[config.mk]
export PLATFORM = sky130hd
export DESIGN_NAME = wildcard_star_glob_matcher
export DESIGN_NICKNAME = d
export VERILOG_FILES = /design/src/wsg_pkg.sv /design/src/wildcard_star_glob_matcher.sv /design/src/wsg_front.sv /design/src/wsg_back.sv
export SDC_FILE = /design/constraint.sdc
export NUM_CORES = 1
export LEC_CHECK = 0
export BUFFER_PORTS_ARGS = -buffer_cell sky130_fd_sc_hd__buf_2
export CAP_MARGIN = 25
export CORE_MARGIN = 1
export CORE_UTILIZATION = 57
export CTS_BUF_LIST = sky130_fd_sc_hd__clkbuf_4 sky130_fd_sc_hd__clkbuf_8 sky130_fd_sc_hd__clkbuf_16
export DETAILED_ROUTE_END_ITERATION = 8
export HOLD_SLACK_MARGIN = 0.02
export PLACE_DENSITY = 0.76
export RECOVER_POWER = 100
export SLEW_MARGIN = 40
export SYNTH_ARGS = -nofsm -noshare
export SYNTH_HDL_FRONTEND = slang
export SYNTH_SLANG_ARGS = --single-unit
export TNS_END_PERCENT = 1
[constraint.sdc]
create_clock -name i_clk -period 4.1 [get_ports i_clk]
set_clock_uncertainty 0.1 [all_clocks]
set_input_delay 0.205 -clock i_clk [delete_from_list [all_inputs] [get_ports i_clk]]
set_output_delay 0.205 -clock i_clk [all_outputs]
set_load 0.02 [all_outputs]
[src/wsg_pkg.sv]
package wsg_pkg;

    // action codes
    localparam logic [1:0] ACT_CLEAR   = 2'd0;
    localparam logic [1:0] ACT_APPEND  = 2'd1;
    localparam logic [1:0] ACT_SUBJECT = 2'd2;
    localparam logic [1:0] ACT_END     = 2'd3;

    localparam logic [7:0] STAR_BYTE = 8'h2A;

    localparam int MAX_PATTERN_DEF = 32;
    localparam int QUEUE_DEPTH     = 2;

    typedef struct packed {
        logic [1:0] action;
        logic [7:0] byte_value;
    } t_in_word;

    typedef struct packed {
        logic matched;
        logic pattern_overflow;
    } t_out_word;

    // classified word as held in the queue
    typedef struct packed {
        logic [1:0] action;
        logic [7:0] byte_value;
        logic       is_star;
    } t_cmd;

endpackage

[src/wildcard_star_glob_matcher.sv]
// Glob matcher with '*' wildcards. Load a pattern one append word at a time
// (clear empties it), then stream the subject one subject word at a time and
// close it with an end word, which yields one result word: matched, and
// whether pattern bytes were dropped past MAX_PATTERN (matched then reads 0).
// Sustained rate is one word per cycle of any action, unless an end word
// waits on a stalled result; the active set of pattern positions is updated
// for each word popped, with star closure done by one MAX_PATTERN+2 bit carry
// chain in the back end. A result word is registered: its end word passes
// through the queue register and, as it leaves the queue, its result is
// loaded straight into the output register. Clear, append and subject words
// never wait on the output side. An end word waits at the head of the
// two-word queue while an earlier result is still stalled, and the input
// stalls once that end word and one more word have filled the queue.
module wildcard_star_glob_matcher #(
    parameter int MAX_PATTERN = wsg_pkg::MAX_PATTERN_DEF
) (
    input  logic               i_clk,
    input  logic               i_rst_n,
    input  logic               i_in_valid,
    output logic               o_in_stall,
    input  wsg_pkg::t_in_word  i_in,
    output logic               o_out_valid,
    input  logic               i_out_stall,
    output wsg_pkg::t_out_word o_out
);

    logic          q_valid;
    logic          q_pop;
    wsg_pkg::t_cmd q_cmd;

    // front: classify and queue
    wsg_front u_front (
        .i_clk      (i_clk),
        .i_rst_n    (i_rst_n),
        .i_in_valid (i_in_valid),
        .o_in_stall (o_in_stall),
        .i_in       (i_in),
        .o_q_valid  (q_valid),
        .o_q_cmd    (q_cmd),
        .i_q_pop    (q_pop)
    );

    // back: pattern store, active set, result register
    wsg_back #(
        .MAX_PATTERN (MAX_PATTERN)
    ) u_back (
        .i_clk       (i_clk),
        .i_rst_n     (i_rst_n),
        .i_q_valid   (q_valid),
        .i_q_cmd     (q_cmd),
        .o_q_pop     (q_pop),
        .o_out_valid (o_out_valid),
        .i_out_stall (i_out_stall),
        .o_out       (o_out)
    );

    // a match is never reported alongside a dropped pattern byte
    a_match_no_ovf: assert property (@(posedge i_clk) disable iff (!i_rst_n)
        o_out_valid |-> !(o_out.matched && o_out.pattern_overflow))
        else $error("match reported with pattern overflow");

    // a full queue stays full until the back end pops
    a_full_holds: assert property (@(posedge i_clk) disable iff (!i_rst_n)
        (o_in_stall && !q_pop) |=> o_in_stall)
        else $error("queue lost a word");

    // a new result only follows an end word leaving the queue
    a_result_src: assert property (@(posedge i_clk) disable iff (!i_rst_n)
        $rose(o_out_valid) |-> $past(q_pop && (q_cmd.action == wsg_pkg::ACT_END)))
        else $error("result without end word");

    // nothing is offered straight after reset
    a_reset_out: assert property (@(posedge i_clk)
        !i_rst_n |=> !o_out_valid)
        else $error("output valid after reset");

endmodule

[src/wsg_front.sv]
module wsg_front (
    input  logic             i_clk,
    input  logic             i_rst_n,
    input  logic             i_in_valid,
    output logic             o_in_stall,
    input  wsg_pkg::t_in_word i_in,
    output logic             o_q_valid,
    output wsg_pkg::t_cmd    o_q_cmd,
    input  logic             i_q_pop
);

    localparam int PTR_W = (wsg_pkg::QUEUE_DEPTH > 1) ? $clog2(wsg_pkg::QUEUE_DEPTH) : 1;
    localparam int CNT_W = $clog2(wsg_pkg::QUEUE_DEPTH + 1);

    wsg_pkg::t_cmd    r_q [wsg_pkg::QUEUE_DEPTH];
    logic [PTR_W-1:0] r_wr, n_wr;
    logic [PTR_W-1:0] r_rd, n_rd;
    logic [CNT_W-1:0] r_cnt, n_cnt;
    logic             push;
    wsg_pkg::t_cmd    cmd;

    assign o_in_stall = (r_cnt == CNT_W'(wsg_pkg::QUEUE_DEPTH));
    assign push       = i_in_valid && !o_in_stall;
    assign o_q_valid  = (r_cnt != '0);
    assign o_q_cmd    = r_q[r_rd];

    // classify: flag star bytes once, here
    always_comb begin
        cmd.action     = i_in.action;
        cmd.byte_value = i_in.byte_value;
        cmd.is_star    = (i_in.byte_value == wsg_pkg::STAR_BYTE);
    end

    always_comb begin
        n_wr  = r_wr;
        n_rd  = r_rd;
        n_cnt = r_cnt;
        if (push) begin
            n_wr = (r_wr == PTR_W'(wsg_pkg::QUEUE_DEPTH - 1)) ? '0 : r_wr + 1'b1;
        end
        if (i_q_pop) begin
            n_rd = (r_rd == PTR_W'(wsg_pkg::QUEUE_DEPTH - 1)) ? '0 : r_rd + 1'b1;
        end
        if (push && !i_q_pop) begin
            n_cnt = r_cnt + 1'b1;
        end else if (!push && i_q_pop) begin
            n_cnt = r_cnt - 1'b1;
        end
    end

    always_ff @(posedge i_clk) begin
        if (!i_rst_n) begin
            r_wr  <= '0;
            r_rd  <= '0;
            r_cnt <= '0;
        end else begin
            r_wr  <= n_wr;
            r_rd  <= n_rd;
            r_cnt <= n_cnt;
        end
    end

    always_ff @(posedge i_clk) begin
        if (push) begin
            r_q[r_wr] <= cmd;
        end
    end

endmodule

[src/wsg_back.sv]
module wsg_back #(
    parameter int MAX_PATTERN = wsg_pkg::MAX_PATTERN_DEF
) (
    input  logic              i_clk,
    input  logic              i_rst_n,
    input  logic              i_q_valid,
    input  wsg_pkg::t_cmd     i_q_cmd,
    output logic              o_q_pop,
    output logic              o_out_valid,
    input  logic              i_out_stall,
    output wsg_pkg::t_out_word o_out
);

    localparam int LEN_W = $clog2(MAX_PATTERN + 1);
    localparam int IDX_W = (MAX_PATTERN > 1) ? $clog2(MAX_PATTERN) : 1;

    logic [7:0]             r_pat [MAX_PATTERN];
    logic [MAX_PATTERN-1:0] r_star, n_star;
    logic [LEN_W-1:0]       r_len, n_len;
    logic                   r_ovf, n_ovf;
    logic [MAX_PATTERN:0]   r_act, n_act;
    logic                   r_out_valid;
    wsg_pkg::t_out_word     r_out;

    logic                   room;
    logic                   is_subj;
    logic                   is_end;
    logic                   wr_pat;
    logic [MAX_PATTERN-1:0] live, eq, ss;
    logic [MAX_PATTERN:0]   prop, seed, x, clos, step;
    logic [MAX_PATTERN+1:0] sum;

    assign is_subj = (i_q_cmd.action == wsg_pkg::ACT_SUBJECT);
    assign is_end  = (i_q_cmd.action == wsg_pkg::ACT_END);
    assign o_q_pop = i_q_valid && (!is_end || !r_out_valid || !i_out_stall);
    assign room    = (r_len < LEN_W'(MAX_PATTERN));
    assign wr_pat  = o_q_pop && (i_q_cmd.action == wsg_pkg::ACT_APPEND) && room;

    // pattern registers
    always_comb begin
        n_len  = r_len;
        n_ovf  = r_ovf;
        n_star = r_star;
        if (o_q_pop) begin
            unique case (i_q_cmd.action)
                wsg_pkg::ACT_CLEAR: begin
                    n_len = '0;
                    n_ovf = 1'b0;
                end
                wsg_pkg::ACT_APPEND: begin
                    if (room) begin
                        n_len = r_len + 1'b1;
                        n_star[r_len[IDX_W-1:0]] = i_q_cmd.is_star;
                    end else begin
                        n_ovf = 1'b1;
                    end
                end
                default: begin
                end
            endcase
        end
    end

    // per-position terms
    always_comb begin
        prop[0] = 1'b0;
        for (int j = 0; j < MAX_PATTERN; j++) begin
            live[j]   = (LEN_W'(j) < n_len);
            prop[j+1] = n_star[j] && live[j];
            eq[j]     = r_act[j] && live[j] && !r_star[j] &&
                        (r_pat[j] == i_q_cmd.byte_value);
            ss[j]     = r_act[j] && live[j] && r_star[j];
        end
    end

    // star closure as one carry chain: the carry from each seed bit runs
    // through the following star positions and stops at the first non-star
    always_comb begin
        seed = is_subj ? {eq, 1'b0} : (MAX_PATTERN+1)'(1);
        x    = seed | prop;
        sum  = {1'b0, x} + {1'b0, seed};
        clos = (x & ~sum[MAX_PATTERN:0]) | seed;
        step = is_subj ? (clos | {1'b0, ss} | {ss, 1'b0}) : clos;
        n_act = o_q_pop ? step : r_act;
    end

    always_ff @(posedge i_clk) begin
        if (!i_rst_n) begin
            r_len       <= '0;
            r_ovf       <= 1'b0;
            r_act       <= (MAX_PATTERN+1)'(1);
            r_out_valid <= 1'b0;
        end else begin
            r_len <= n_len;
            r_ovf <= n_ovf;
            r_act <= n_act;
            if (o_q_pop && is_end) begin
                r_out_valid <= 1'b1;
            end else if (!i_out_stall) begin
                r_out_valid <= 1'b0;
            end
        end
    end

    always_ff @(posedge i_clk) begin
        r_star <= n_star;
        if (wr_pat) begin
            r_pat[r_len[IDX_W-1:0]] <= i_q_cmd.byte_value;
        end
        if (o_q_pop && is_end) begin
            r_out.matched          <= r_act[r_len] && !r_ovf;
            r_out.pattern_overflow <= r_ovf;
        end
    end

    assign o_out_valid = r_out_valid;
    assign o_out       = r_out;

endmodule

==> results.py <==
metrics = {
    "status": {
        "run_status": "finished, violations left",
        "violations": "capacitance limit, slew limit",
    },
    "global_routing": {
        "grt.met2_usage_pct": 55.0,
        "grt_util_all_layers_pct": 34.6,
        "grt_pass1_vias": 13117,
        "grt_pass1_wl_um": 80000,
        "antenna_found_initial": 4,
        "grt_max_degree": 44,
        "busiest_layer": "met2",
        "overflow": 0,
        "grt_use_met1_pct": 47.5,
        "use_met3_pct": 5.68,
    },
    "setup_path": {
        "regToRegSetupSlack_ps": 100,
        "end_kind": "flip-flop",
        "crit_fanout": 10,
        "worst-setup-path-type": "reg2reg",
        "timing.rr.start": "u_front.r_q[0][10]",
        "timing.rr.end": "u_back.r_act[32]",
        "r2r_cells": 13,
        "arrival_ps": 4330,
        "start_kind": "flip-flop",
        "crit_required_ps": 4430,
    },
    "pwr": {
        "switching_share_pct": 33.4,
        "p_per_area_nw_per_um2": 556,
        "pwr-share-comb_pct": 30.3,
        "power.net_switching_mw": 3.89,
        "ir_worst_vdd_uv": 551,
        "p_int_mw": 7.74,
        "clkPwrFrac_pct": 29.8,
        "leakagePower_nw": 7.58,
        "p_seq_share_pct": 39.9,
    },
    "timing": {
        "drv_slew": 29,
        "setup_viol": 0,
        "final-hold-violation-count": 0,
        "slew_headroom_pct": -15.4,
        "finalSetupTns_ps": 0,
        "tightest_slew_ps": 1730,
        "period_share_pct": 97.5,
        "holdWs_ps": 325,
        "final.min_clock_period_ps": 4000,
        "fmax_mhz": 250,
        "finalWorstSetupSlack_ps": 104,
    },
    "cts": {
        "numCtsBuffers": 39,
        "cts-root-buf": "clkbuf_16",
        "clk_latency_ps": 560,
        "htree_num_levels": 2,
        "clock_path_buffers": 3,
        "clock_sinks": 358,
        "path_clk_slew_ps": 60,
        "cts_tree": "built",
    },
    "min_path": {
        "min_path_type": "in2reg",
        "hold_depth": 2,
        "min_to": "u_front.r_q[0][10]",
        "hold_start": "i_in[9]",
    },
    "synthesis": {
        "synth_nets": 1502,
        "ys_ff_latch": 358,
        "synth_warnings": 0,
        "syn_area_sq_um": 17600,
        "ys_top_cells_by_area": "edfxtp_1, xor2_1, dfxtp_1, xnor2_1, nor2_1",
        "ys_seq_area_share_pct": 56.7,
        "synth_top_area_share_pct": 47.8,
        "synthCells": 1483,
        "synth_edf_count": 280,
        "syn_area_per_cell_sq_um": 11.8,
        "synth_cell_types": 91,
        "ys_async_sr_fraction_pct": 0,
        "yosysTopAreaCell": "edfxtp_1",
        "synth_top_flop_cell": "edfxtp_1",
    },
    "drt": {
        "remaining_drc_errors": 0,
        "routed_via_density": 6.35,
        "drt_iter0_markers": 1675,
        "wl_um": 54000,
        "ant_nets": 0,
        "wl_per_cell_um": 25.5,
        "first_pass_iters": 7,
        "num_vias": 13441,
    },
    "placement": {
        "port_buffers": 17,
        "hpwl_um": 39100,
        "gp_congestion": 1.04,
        "pre_cts_ws_ps": -99.5,
        "placed_cells": 2023,
    },
    "finish": {
        "fin_cells": 2116,
        "multi_input_area_sq_um": 7220,
        "n_fill_cell": 2157,
        "n_antenna_cell": 0,
        "drive_gt1_share_pct": 17.7,
        "layout.nets": 1718,
        "syn_to_final_growth_pct": 19.1,
        "layout.area.seq_sq_um": 9970,
        "finalCoreUtilization_pct": 69.9,
    },
    "floorplan": {
        "die_area_sq_um": 31500,
        "start_util_pct": 58.7,
        "die_w_um": 178,
        "ioPinCount": 18,
        "core_sq_um": 30000,
        "die_h_um": 178,
        "rows": 63,
    },
    "flow_run": {
        "cap_violations": 1,
    },
}
==> metrics by stage <==
stage / power, mW / instance area (sq um)
after floorplan: 6.66 / 17600
after global placement: 8.06 / 19500
after detailed placement: 8.13 / 19500
after CTS: 11.6 / 21000
after global routing: 12.0 / 20900
final: 11.6 / 20900
==> flip-flops by register name, summed over array words and instances, names as in the netlist, named ones only <==
name                count
u_front.r_q            22
u_front.r_rd            1
u_front.r_cnt           2
u_back.r_act           33
u_back.o_out            2
u_back.r_len            6
u_back.o_out_valid      1
u_front.r_wr            1
u_back.r_ovf            1
u_back.r_pat          256
u_back.r_star          32
==> timing repair <==
item	in CTS	in global routing
endpoints found under the hold margin	36	0
gates resized for setup	4	20
hold buffers	13	0
buffers inserted	6	6
setup endpoints to repair	6	18
pin swaps	3	3
==> placed cells by master, fill, tap and decap left out, types with 11 or more instances in the layout <==
| cell type | count |
|---|---|
| nand4_1 | 56 |
| edfxtp_1 | 280 |
| clkbuf_1 | 49 |
| clkbuf_4 | 14 |
| xor2_1 | 192 |
| dfxtp_1 | 76 |
| clkbuf_16 | 39 |
| dlygate4sd3_1 | 13 |
| nor4_1 | 17 |
| a31oi_1 | 16 |
| nor2_1 | 94 |
| buf_12 | 16 |
| or3_1 | 14 |
| a21oi_1 | 63 |
| xnor2_1 | 69 |
| inv_1 | 44 |
| nand3_1 | 39 |
| nor3_1 | 43 |
| o211ai_1 | 11 |
| nand2_1 | 95 |
| or4_1 | 14 |
| o21ai_0 | 53 |
| buf_4 | 149 |
==> cell families (layout without fill, tap and decap cells) <==
group,Yosys count,count (layout),synth area share [%]
buffers and inverters,106,349,2.73
adder cells (fa/ha/maj),5,5,0.356
AND/OR/NAND/NOR,450,450,13.5
flip-flops,358,358,56.7
XOR/XNOR,261,261,13.0
multiplexers,34,34,3.17
AO/OA/AOI/OAI,269,269,10.5
==> cell usage after synthesis (all sizes together) (4+ instances only) <==
master   count
edfxtp     280
xor2       192
nor2        97
nand2       95
dfxtp       78
xnor2       69
a21oi       64
o21ai       59
nand4       56
inv         44
nor3        44
nand3       42
buf         35
clkbuf      26
nor4        20
mux2i       18
a31oi       17
or4         15
or3         14
o211ai      12
a211oi      11
and2        11
and3        10
nand2b      10
a32oi        9
and4         9
mux2         8
mux4         8
o221ai       8
a22oi        7
o31ai        7
a21o         6
a41oi        6
nor2b        6
o211a        6
o21a         6
ha           5
a211o        4
o2111ai      4
o31a         4
or2          4
==> power by group through the flow <==
stage | sequential, mW | clock, mW | combinational [mW]
after global routing | 4.66 | 3.63 | 3.72
final | 4.64 | 3.46 | 3.52
after CTS | 4.62 | 3.49 | 3.51
after floorplan | 4.60 | 0 | 2.05
after global placement | 4.70 | 0 | 3.36
after detailed placement | 4.69 | 0 | 3.45
==> layer usage <==
layer,part of all wire [%],routed length (um),vias to the layer above
met5,0.074,40,-
met4,4.0,2140,6
met3,8.9,4800,155
met2,46,24700,740
met1,41,22400,6563
li1,-,-,5977
==> critical path, cell delays in order, from the launching register on <==
cell	delay (ps)
edfxtp_1	500
mux2_4	350
buf_4	180
a211o_1	380
a32o_1	340
o21ai_1	310
a211o_1	350
nor2_1	160
and4_1	170
a32oi_1	370
nor4b_2	110
nor3_2	340
o21a_1	160
nand2_1	50
==> worst max-delay path by stage <==
stage                       end          startpoint  depth (start not counted)
3_3_place_gp   u_back.r_act[22]           flip-flop                         15
6_report       u_back.r_act[32]  u_front.r_q[0][10]                         13
4_1_cts        u_back.r_act[22]           flip-flop                         15
3_5_place_dp   u_back.r_act[22]           flip-flop                         15
2_1_floorplan  u_back.r_act[23]           flip-flop                         15
5_1_grt        u_back.r_act[23]           flip-flop                         15
==> cell type report <==
type,count,area share [%]
clock buffers,51,5.15
clock inverters,17,0.861
inverters,45,0.807
multi-input cells,1019,34.5
flip-flops and latches,358,47.7
well taps,390,2.33
repair buffers,236,8.72
Power figures use the tool's default switching activity.
